**src/design/scs_pkg.sv**
```systemverilog
// ----------------------------------------------------------------------------
// scs_pkg
// Shared widths, codes and control types of the segment / circle contact search.
// ----------------------------------------------------------------------------
package scs_pkg;

    // number of sample points along the segment
    localparam int STEPS     = 100;
    // coordinate format: signed, FRAC_BITS fraction bits (fraction does not change the math)
    localparam int FRAC_BITS = 8;
    localparam int COORD_W   = 24;
    localparam int RAD_W     = COORD_W - 1;
    localparam int TOL_W     = 8;
    // product of two coordinate magnitudes, and the sum of two such products
    localparam int SQ_W      = 2 * COORD_W;
    localparam int D2_W      = SQ_W + 1;
    // remainder of a division by STEPS
    localparam int STEP_W    = (STEPS > 2) ? $clog2(STEPS) : 1;
    // sample counter, reaches STEPS
    localparam int K_W       = $clog2(STEPS + 1);
    // setup cycles: span split and the three band squares
    localparam int SETUP_CYC = 4;
    localparam int DCNT_W    = $clog2(SETUP_CYC);

    // reciprocal of STEPS, exact for every magnitude below 2^COORD_W
    localparam int     RECIP_SH = COORD_W + STEP_W;
    localparam int     RECIP_W  = COORD_W + 1;
    localparam longint RECIP_M  = ((longint'(1) <<< RECIP_SH) + STEPS - 1) / STEPS;

    // stream payload widths
    localparam int IN_FLD_W  = RAD_W + 6 * COORD_W;
    localparam int IN_W      = ((IN_FLD_W + 7) / 8) * 8;
    localparam int OUT_W     = ((2 * COORD_W + 7) / 8) * 8;
    localparam int KIND_W    = 2;

    localparam logic [TOL_W-1:0] TOL_RESET = TOL_W'(3);

    // match kinds
    localparam logic [KIND_W-1:0] KIND_NONE   = 2'd0;
    localparam logic [KIND_W-1:0] KIND_INSIDE = 2'd1;
    localparam logic [KIND_W-1:0] KIND_HIT    = 2'd2;

    // sequencer commands to one axis generator
    typedef struct packed {
        logic load;      // take the segment ends, start the split
        logic div_step;  // one step of the span / STEPS split
        logic adv_q;     // advance the quotient accumulator to the next sample
        logic adv_p;     // move the position register to the next sample
    } axis_ctl_t;

endpackage

```
**src/design/scs_axis.sv**
```systemverilog
// ----------------------------------------------------------------------------
// scs_axis
// Sample position generator for one axis: splits the span by STEPS with a
// reciprocal multiply, then steps second + trunc(span * k / STEPS).
// ----------------------------------------------------------------------------
module scs_axis
    import scs_pkg::*;
(
    input  logic                      aclk,
    input  axis_ctl_t                 ctl,
    input  logic signed [COORD_W-1:0] start_pt,
    input  logic signed [COORD_W-1:0] end_pt,
    output logic signed [COORD_W-1:0] pos
);

    localparam logic [STEP_W:0]    STEPS_C = (STEP_W + 1)'(STEPS);
    localparam int                 PROD_W  = COORD_W + RECIP_W;
    localparam logic [RECIP_W-1:0] RECIP_C = RECIP_W'(RECIP_M);

    logic signed [COORD_W:0] span;
    logic [COORD_W-1:0]      span_mag;

    logic [COORD_W-1:0] dvd_reg;
    logic [COORD_W-1:0] quo_reg;
    logic [STEP_W-1:0]  drem_reg;
    logic [COORD_W-1:0] q_reg;
    logic [STEP_W-1:0]  r_reg;
    logic [COORD_W-1:0] base_reg;
    logic               neg_reg;
    logic [COORD_W-1:0] pos_reg;

    logic [PROD_W-1:0]  recip_prod;
    logic [COORD_W-1:0] quo_calc;
    logic [COORD_W-1:0] drem_full;
    logic [STEP_W-1:0]  drem_next;
    logic [STEP_W:0]    sum;
    logic               sum_ge;
    logic [STEP_W-1:0]  r_next;
    logic [COORD_W-1:0] q_next;
    logic [COORD_W-1:0] pos_next;

    // span magnitude, at most 2^COORD_W - 1
    always_comb begin
        span     = {end_pt[COORD_W-1], end_pt} - {start_pt[COORD_W-1], start_pt};
        span_mag = span[COORD_W] ? COORD_W'(-span) : span[COORD_W-1:0];
    end

    // quotient by reciprocal multiply, remainder from the registered quotient
    always_comb begin
        recip_prod = PROD_W'(dvd_reg) * PROD_W'(RECIP_C);
        quo_calc   = COORD_W'(recip_prod[PROD_W-1:RECIP_SH]);
        drem_full  = dvd_reg - quo_reg * COORD_W'(STEPS);
        drem_next  = drem_full[STEP_W-1:0];
    end

    // floor(|span| * k / STEPS) kept as quotient and remainder
    always_comb begin
        sum      = {1'b0, r_reg} + {1'b0, drem_reg};
        sum_ge   = (sum >= STEPS_C);
        r_next   = sum_ge ? STEP_W'(sum - STEPS_C) : sum[STEP_W-1:0];
        q_next   = q_reg + quo_reg + COORD_W'(sum_ge);
        pos_next = neg_reg ? (base_reg - q_reg) : (base_reg + q_reg);
    end

    always_ff @(posedge aclk) begin
        if (ctl.load) begin
            dvd_reg  <= span_mag;
            quo_reg  <= '0;
            drem_reg <= '0;
            q_reg    <= '0;
            r_reg    <= '0;
            base_reg <= start_pt;
            neg_reg  <= span[COORD_W];
            pos_reg  <= start_pt;
        end else begin
            if (ctl.div_step) begin
                quo_reg  <= quo_calc;
                drem_reg <= drem_next;
            end
            if (ctl.adv_q) begin
                q_reg <= q_next;
                r_reg <= r_next;
            end
            if (ctl.adv_p) begin
                pos_reg <= pos_next;
            end
        end
    end

    assign pos = pos_reg;

endmodule

```
**src/design/scs_square.sv**
```systemverilog
// ----------------------------------------------------------------------------
// scs_square
// Shared squaring unit: one unsigned square a cycle, product registered.
// ----------------------------------------------------------------------------
module scs_square
    import scs_pkg::*;
(
    input  logic               aclk,
    input  logic [COORD_W-1:0] operand,
    output logic [SQ_W-1:0]    product
);

    logic [SQ_W-1:0] prod_reg;

    // square and register
    always_ff @(posedge aclk) begin
        prod_reg <= SQ_W'(operand) * SQ_W'(operand);
    end

    assign product = prod_reg;

endmodule

```
**src/design/segment_circle_contact_search.sv**
```systemverilog
// ----------------------------------------------------------------------------
// segment_circle_contact_search
// Walks STEPS sample points from the second segment end toward the first and
// reports the first point on the circle within tolerance, else the last inside.
// ----------------------------------------------------------------------------
// sequence: setup in S_DIV, then S_WA and S_WB alternate over the samples, then S_OUT;
//   at most STEPS samples are tested, and a tolerance hit ends the walk early
// input: one beat at a time; the next input beat is taken once the result is in the
//   output register; the single shared squarer takes the x and y offsets of each sample in turn
// reset: aresetn low (synchronous) empties the block and sets hit_tolerance to 3
module segment_circle_contact_search
    import scs_pkg::*;
(
    input  logic               aclk,
    input  logic               aresetn,
    // configuration: hit_tolerance
    input  logic               cfg_we,
    input  logic [TOL_W-1:0]   cfg_wdata,
    // input beat
    input  logic               s_tvalid,
    output logic               s_tready,
    // fields from bit 0: circle_radius, center_x, center_y, first_x, first_y,
    // second_x, second_y, zero fill
    input  logic [IN_W-1:0]    s_tdata,
    // result beat
    output logic               m_tvalid,
    input  logic               m_tready,
    // fields from bit 0: contact_x, contact_y
    output logic [OUT_W-1:0]   m_tdata,
    // fields from bit 0: match_kind
    output logic [KIND_W-1:0]  m_tuser
);

    typedef enum logic [2:0] {
        S_IDLE,
        S_DIV,
        S_WA,
        S_WB,
        S_OUT
    } state_t;

    state_t state_reg;

    logic [TOL_W-1:0]    tol_reg;
    logic [DCNT_W-1:0]   cnt_reg;
    logic [K_W-1:0]      k_reg;
    logic                have_reg;
    logic                last_reg;

    logic [RAD_W-1:0]    r_reg;
    logic [COORD_W-1:0]  lo_reg;
    logic [COORD_W-1:0]  hi_reg;
    logic [SQ_W-1:0]     r2_reg;
    logic [SQ_W-1:0]     lo2_reg;
    logic [SQ_W-1:0]     hi2_reg;
    logic signed [COORD_W-1:0] cx_reg;
    logic signed [COORD_W-1:0] cy_reg;
    logic [SQ_W-1:0]     sqx_reg;
    logic signed [COORD_W-1:0] hold_x_reg;
    logic signed [COORD_W-1:0] hold_y_reg;
    logic signed [COORD_W-1:0] res_x_reg;
    logic signed [COORD_W-1:0] res_y_reg;
    logic [KIND_W-1:0]   kind_reg;

    logic                m_tvalid_reg;
    logic [OUT_W-1:0]    m_tdata_reg;
    logic [KIND_W-1:0]   m_tuser_reg;

    // input fields
    logic [RAD_W-1:0]          in_r;
    logic signed [COORD_W-1:0] in_cx, in_cy, in_fx, in_fy, in_sx, in_sy;
    logic [RAD_W:0]            in_hi;
    logic [COORD_W-1:0]        in_lo;

    axis_ctl_t                 ctl;
    logic signed [COORD_W-1:0] px, py;
    logic signed [COORD_W:0]   diff_x, diff_y;
    logic [COORD_W-1:0]        mag_x, mag_y;
    logic [COORD_W-1:0]        mul_op;
    logic [SQ_W-1:0]           prod;
    logic [D2_W-1:0]           d2;
    logic                      hit, in_circle;
    logic                      in_acc;

    assign in_r  = s_tdata[RAD_W-1:0];
    assign in_cx = s_tdata[RAD_W +     COORD_W - 1 -: COORD_W];
    assign in_cy = s_tdata[RAD_W + 2 * COORD_W - 1 -: COORD_W];
    assign in_fx = s_tdata[RAD_W + 3 * COORD_W - 1 -: COORD_W];
    assign in_fy = s_tdata[RAD_W + 4 * COORD_W - 1 -: COORD_W];
    assign in_sx = s_tdata[RAD_W + 5 * COORD_W - 1 -: COORD_W];
    assign in_sy = s_tdata[RAD_W + 6 * COORD_W - 1 -: COORD_W];

    assign s_tready = (state_reg == S_IDLE);
    assign in_acc   = s_tvalid && s_tready;

    // tolerance band, lower edge clamped at zero
    always_comb begin
        in_hi = {1'b0, in_r} + (RAD_W + 1)'(tol_reg);
        in_lo = (in_r > RAD_W'(tol_reg)) ? COORD_W'(in_r - RAD_W'(tol_reg)) : '0;
    end

    // axis generator commands
    always_comb begin
        ctl.load     = in_acc;
        ctl.div_step = (state_reg == S_DIV);
        ctl.adv_q    = (state_reg == S_WA);
        ctl.adv_p    = (state_reg == S_WB);
    end

    scs_axis u_axis_x (
        .aclk     (aclk),
        .ctl      (ctl),
        .start_pt (in_sx),
        .end_pt   (in_fx),
        .pos      (px)
    );

    scs_axis u_axis_y (
        .aclk     (aclk),
        .ctl      (ctl),
        .start_pt (in_sy),
        .end_pt   (in_fy),
        .pos      (py)
    );

    // offsets of the current sample from the center
    always_comb begin
        diff_x = {px[COORD_W-1], px} - {cx_reg[COORD_W-1], cx_reg};
        diff_y = {py[COORD_W-1], py} - {cy_reg[COORD_W-1], cy_reg};
        mag_x  = diff_x[COORD_W] ? COORD_W'(-diff_x) : diff_x[COORD_W-1:0];
        mag_y  = diff_y[COORD_W] ? COORD_W'(-diff_y) : diff_y[COORD_W-1:0];
    end

    // squarer operand: radius and band bounds during setup, then x and y offsets in turn
    always_comb begin
        case (state_reg)
            S_DIV: begin
                case (cnt_reg)
                    DCNT_W'(1): mul_op = lo_reg;
                    DCNT_W'(2): mul_op = hi_reg;
                    default:    mul_op = COORD_W'(r_reg);
                endcase
            end
            S_WB:    mul_op = mag_y;
            default: mul_op = mag_x;
        endcase
    end

    scs_square u_square (
        .aclk    (aclk),
        .operand (mul_op),
        .product (prod)
    );

    // distance test of the held sample
    always_comb begin
        d2        = {1'b0, sqx_reg} + {1'b0, prod};
        hit       = ({1'b0, lo2_reg} <= d2) && (d2 <= {1'b0, hi2_reg});
        in_circle = (d2 < {1'b0, r2_reg});
    end

    // sequencer, configuration register and output register
    always_ff @(posedge aclk) begin
        if (!aresetn) begin
            state_reg    <= S_IDLE;
            tol_reg      <= TOL_RESET;
            m_tvalid_reg <= 1'b0;
            cnt_reg      <= '0;
            k_reg        <= '0;
            have_reg     <= 1'b0;
            last_reg     <= 1'b0;
        end else begin
            if (cfg_we) begin
                tol_reg <= cfg_wdata;
            end
            if (m_tvalid_reg && m_tready && state_reg != S_OUT) begin
                m_tvalid_reg <= 1'b0;
            end
            case (state_reg)
                S_IDLE: begin
                    if (s_tvalid) begin
                        r_reg     <= in_r;
                        lo_reg    <= in_lo;
                        hi_reg    <= COORD_W'(in_hi);
                        cx_reg    <= in_cx;
                        cy_reg    <= in_cy;
                        cnt_reg   <= '0;
                        state_reg <= S_DIV;
                    end
                end
                S_DIV: begin
                    // squares of r, lo and hi come out in the cycle after their operand
                    case (cnt_reg)
                        DCNT_W'(1): r2_reg  <= prod;
                        DCNT_W'(2): lo2_reg <= prod;
                        DCNT_W'(3): hi2_reg <= prod;
                        default: ;
                    endcase
                    cnt_reg <= cnt_reg + DCNT_W'(1);
                    if (cnt_reg == DCNT_W'(SETUP_CYC - 1)) begin
                        k_reg     <= '0;
                        have_reg  <= 1'b0;
                        last_reg  <= 1'b0;
                        res_x_reg <= '0;
                        res_y_reg <= '0;
                        kind_reg  <= KIND_NONE;
                        state_reg <= S_WA;
                    end
                end
                S_WA: begin
                    if (have_reg && hit) begin
                        res_x_reg <= hold_x_reg;
                        res_y_reg <= hold_y_reg;
                        kind_reg  <= KIND_HIT;
                        state_reg <= S_OUT;
                    end else begin
                        if (have_reg && in_circle) begin
                            res_x_reg <= hold_x_reg;
                            res_y_reg <= hold_y_reg;
                            kind_reg  <= KIND_INSIDE;
                        end
                        if (have_reg && last_reg) begin
                            state_reg <= S_OUT;
                        end else begin
                            state_reg <= S_WB;
                        end
                    end
                end
                S_WB: begin
                    sqx_reg    <= prod;
                    hold_x_reg <= px;
                    hold_y_reg <= py;
                    have_reg   <= 1'b1;
                    last_reg   <= (k_reg == K_W'(STEPS - 1));
                    k_reg      <= k_reg + K_W'(1);
                    state_reg  <= S_WA;
                end
                S_OUT: begin
                    if (!m_tvalid_reg || m_tready) begin
                        m_tvalid_reg <= 1'b1;
                        m_tdata_reg  <= OUT_W'({res_y_reg, res_x_reg});
                        m_tuser_reg  <= kind_reg;
                        state_reg    <= S_IDLE;
                    end
                end
                default: state_reg <= S_IDLE;
            endcase
        end
    end

    assign m_tvalid = m_tvalid_reg;
    assign m_tdata  = m_tdata_reg;
    assign m_tuser  = m_tuser_reg;

    // a result kind is always one of the three defined codes
    a_kind_valid: assert property (@(posedge aclk) disable iff (!aresetn)
        m_tvalid |-> (m_tuser == KIND_NONE || m_tuser == KIND_INSIDE || m_tuser == KIND_HIT))
        else $error("undefined match kind on result beat");

    // no point found reports the origin
    a_none_zero: assert property (@(posedge aclk) disable iff (!aresetn)
        (m_tvalid && m_tuser == KIND_NONE) |-> (m_tdata == '0))
        else $error("empty result with nonzero point");

    // an accepted beat always starts the division
    a_accept_div: assert property (@(posedge aclk) disable iff (!aresetn)
        (s_tvalid && s_tready) |=> (state_reg == S_DIV))
        else $error("accepted beat did not start setup");

    // the walk never runs past the last sample
    a_k_range: assert property (@(posedge aclk) disable iff (!aresetn)
        (state_reg == S_WA || state_reg == S_WB) |-> (k_reg <= K_W'(STEPS)))
        else $error("sample counter ran past the segment");

endmodule

```
**config.mk**
```make
export PLATFORM = sky130hd
export DESIGN_NAME = segment_circle_contact_search
export DESIGN_NICKNAME = d
export VERILOG_FILES = /design/src/design/scs_pkg.sv /design/src/design/scs_axis.sv /design/src/design/scs_square.sv /design/src/design/segment_circle_contact_search.sv
export SDC_FILE = /design/constraint.sdc
export NUM_CORES = 2
export LEC_CHECK = 0
export BUFFER_PORTS_ARGS = -buffer_cell sky130_fd_sc_hd__clkbuf_2
export CAP_MARGIN = 20
export CORE_ASPECT_RATIO = 0.5
export CORE_MARGIN = 2
export CORE_UTILIZATION = 35
export CTS_BUF_LIST = sky130_fd_sc_hd__clkbuf_4 sky130_fd_sc_hd__clkbuf_8
export DETAILED_ROUTE_END_ITERATION = 10
export PLACE_DENSITY = 0.61
export SLEW_MARGIN = 10
export SYNTH_ARGS = -nofsm -noshare
export SYNTH_HDL_FRONTEND = slang
export SYNTH_SLANG_ARGS = --single-unit
export TNS_END_PERCENT = 50
```
**constraint.sdc**
```tcl
create_clock -name aclk -period 11.3 [get_ports aclk]
set_input_delay 0.565 -clock aclk [delete_from_list [all_inputs] [get_ports aclk]]
set_output_delay 0.565 -clock aclk [all_outputs]
set_load 0.05 [all_outputs]
```
==> out/metrics.yaml <==
yosys:
  synth_compound_area_share_pct: 11.0
  synth_top_family_by_area: "adder cells"
  synthTopCellsByArea: "edfxtp_1 (23%), fa_1 (21%), ha_1 (17%)"
  synthFlopType: "edfxtp_1"
  synth.avg_cell_area_um2: 10.0
  synth-edff-count: 601
  yosys.area.top_type_share_pct: 22.6
  synthMuxAreaShare_pct: 0.409
  synthSimpleGateAreaFrac_pct: 10.3
  synthAdderAreaFrac_pct: 38.2
  yosysMostFrequentCell: "inv_1"
  synthCells: 7961
  async_flop_share_pct: 0
  synthDistinctLibCells: 100
  yosysTopAreaCell: "edfxtp_1"
  ys_warn_count: 0
  syn-num-nets: 10074
  synth_commonest_cells: "inv_1 (1487), ha_1 (1089), fa_1 (843)"
  synth_seq_cells: 783
  synth-xor-area-share_pct: 4.90
  syn_area_mm2: 0.0799
  ys_seq_area_share_pct: 27.2
setup_path:
  arrival_ns: 11.55
  path_class: "reg -> reg"
  cpMostUsedCell: "fa_1"
  crit_path_top_delay_cell: "a211oi_4"
  crit_path_start_kind: "flip-flop"
  critPathMaxStageDelay_ns: 0.57
  end_kind: "flip-flop"
  cp_max_fo: 11
  required_ns: 12.05
die:
  initial_utilization_pct: 35.4
  rows: 123
  die_x_um: 680
  core_area_mm2: 0.226
  io_pins: 233
  fp.dieH_um: 342
  dieArea_mm2: 0.232
clock_network:
  clk_path_buf_depth: 3
  insertion_delay_ns: 0.90
  root_buffer: "clkbuf_8"
  cts_buffers: 134
  cts_tree: "built"
  clock-sinks: 783
  htreeDepth: 4
  path_clk_slew_ns: 0.08
drt:
  drc: 0
  drtPass1Iterations: 5
  vias: 56929
  via_per_inst: 4.97
  dr.first_iter.drc_count: 3577
  wirelength_um: 208000
  ant_nets: 0
  avgRoutedWirePerCell_um: 18.1
placement:
  gp_congestion: 0.922
  dp_hpwl_um: 166000
  port_buffers: 231
sta:
  timing.fmax_mhz: 92.6
  hold_viol_final: 0
  rsz0062_at_grt: "true"
  setup_tns_ns: 0
  finalCriticalPeriod_ns: 10.80
  tightest_slew_ns: 1.07
  relSlewSlack_pct: 28.9
  fin_crit_sh_pct: 95.6
  finClkSkew_ns: 0.0675
  finalSetupViolations: 0
  maxSlewViolCount: 0
global_route:
  track_usage_pct: 17.9
  grt_pass1_vias: 58655
  grt_pass1_wl_um: 327000
  grt_max_degree: 156
  antenna_found_initial: 16
  overflow: 0
cells_and_area:
  fillers: 22108
  areaGrowthSynthToFinish_pct: 11.2
  final_nets: 10450
  drive_gt1_share_pct: 7.78
  largest_reg_flops: 48
run_status:
  status: "finished clean"
hold_path:
  hold_class: "in -> reg"
flow_run:
  timing.max_cap.violations: 0
per-stage QoR:
step	instance area [um^2]	worst slack (ns)	utilization [%]	hold WS [ns]	cells
finish	88900	0.498	39.3	0.0686	11457
global route	88800	-0.0588	39.3	0.0268	11456
CTS	88700	0.335	39.3	0.00153	11445
detailed placement	84700	0.370	37.5	0.405	11078
global placement	84700	0.453	37.5	0.403	11078
floorplan	79900	1.44	-	0.400	7961
metal layers:
| metal | up-vias | GRT usage [%] | share of wire [%] |
|---|---|---|---|
| li1 | 27430 | - | - |
| met1 | 28002 | 23.0 | 44 |
| met2 | 1189 | 31.8 | 49 |
| met3 | 308 | 1.98 | 4.0 |
| met4 | 0 | 5.44 | 2.9 |
| met5 | - | 0 | 0 |
placed cells by master (no fill, tap or decap), types with 50 or more instances in the layout:
cell           instances
xor2_1               133
clkbuf_2             232
inv_1               1487
nor2b_1               63
fa_1                 843
a21oi_1              408
buf_4                 86
o21bai_1              62
xnor2_1              314
clkbuf_8             147
a211oi_1              55
dlygate4sd3_1        120
edfxtp_1             601
dfxtp_1              181
o21ai_0              201
nand4_1               60
nor2_1               479
nand2b_1              63
and3_1                96
a21o_1               209
nand3_1              103
nor3_1               109
nand2_1              521
and2_1                50
ha_1                1089
cell type report:
class	count	area, um^2	share of cell area [%]
multi-input combinational	5482	51900	58.4
sequential	783	21700	24.4
inverter	1496	5630	6.34
tap	3000	3750	4.22
timing repair buffer	440	3040	3.42
clock buffer	194	2380	2.67
clock inverter	53	443	0.499
antenna	9	22.5	0.0253
critical path: cells and delay by family (launching register included):
family	cells	cell delay [ns]
simple gates	7	1.10
fa+ha+maj	10	4.53
flops	1	0.39
buf+inv	6	0.40
xor+xnor	3	0.61
compound gates	13	3.61
cell families after synthesis:
| group | count (synthesis) |
|---|---|
| adder cells (fa/ha/maj) | 1932 |
| AND/OR/NAND/NOR | 1729 |
| buffers and inverters | 1696 |
| AO/OA/AOI/OAI | 1343 |
| flip-flops | 783 |
| XOR/XNOR | 447 |
| multiplexers | 31 |
path summary, 6_finish.rpt:
path	from	to	slack [ns]	cells after the start
worst max-delay path	u_axis_x.pos[0]	u_square.product[47]	0.50	39
worst min-delay path	s_tdata[134]	u_axis_x.base_reg[15]	0.07	1
worst max register to register	u_axis_x.pos[0]	u_square.product[47]	0.50	39
worst min register to register	res_x_reg[16]	m_tdata[16]	0.38	0
what timing repair did:
action	CTS	global route
setup endpoints to repair	0	9
hold buffers	120	0
buffers inserted	0	1
gates resized for setup	0	13
endpoints found under the hold margin	126	0
Power is left out: the tool's default activity adds up to more than one toggle a clock period on the data nets, which glitch-free logic cannot reach.
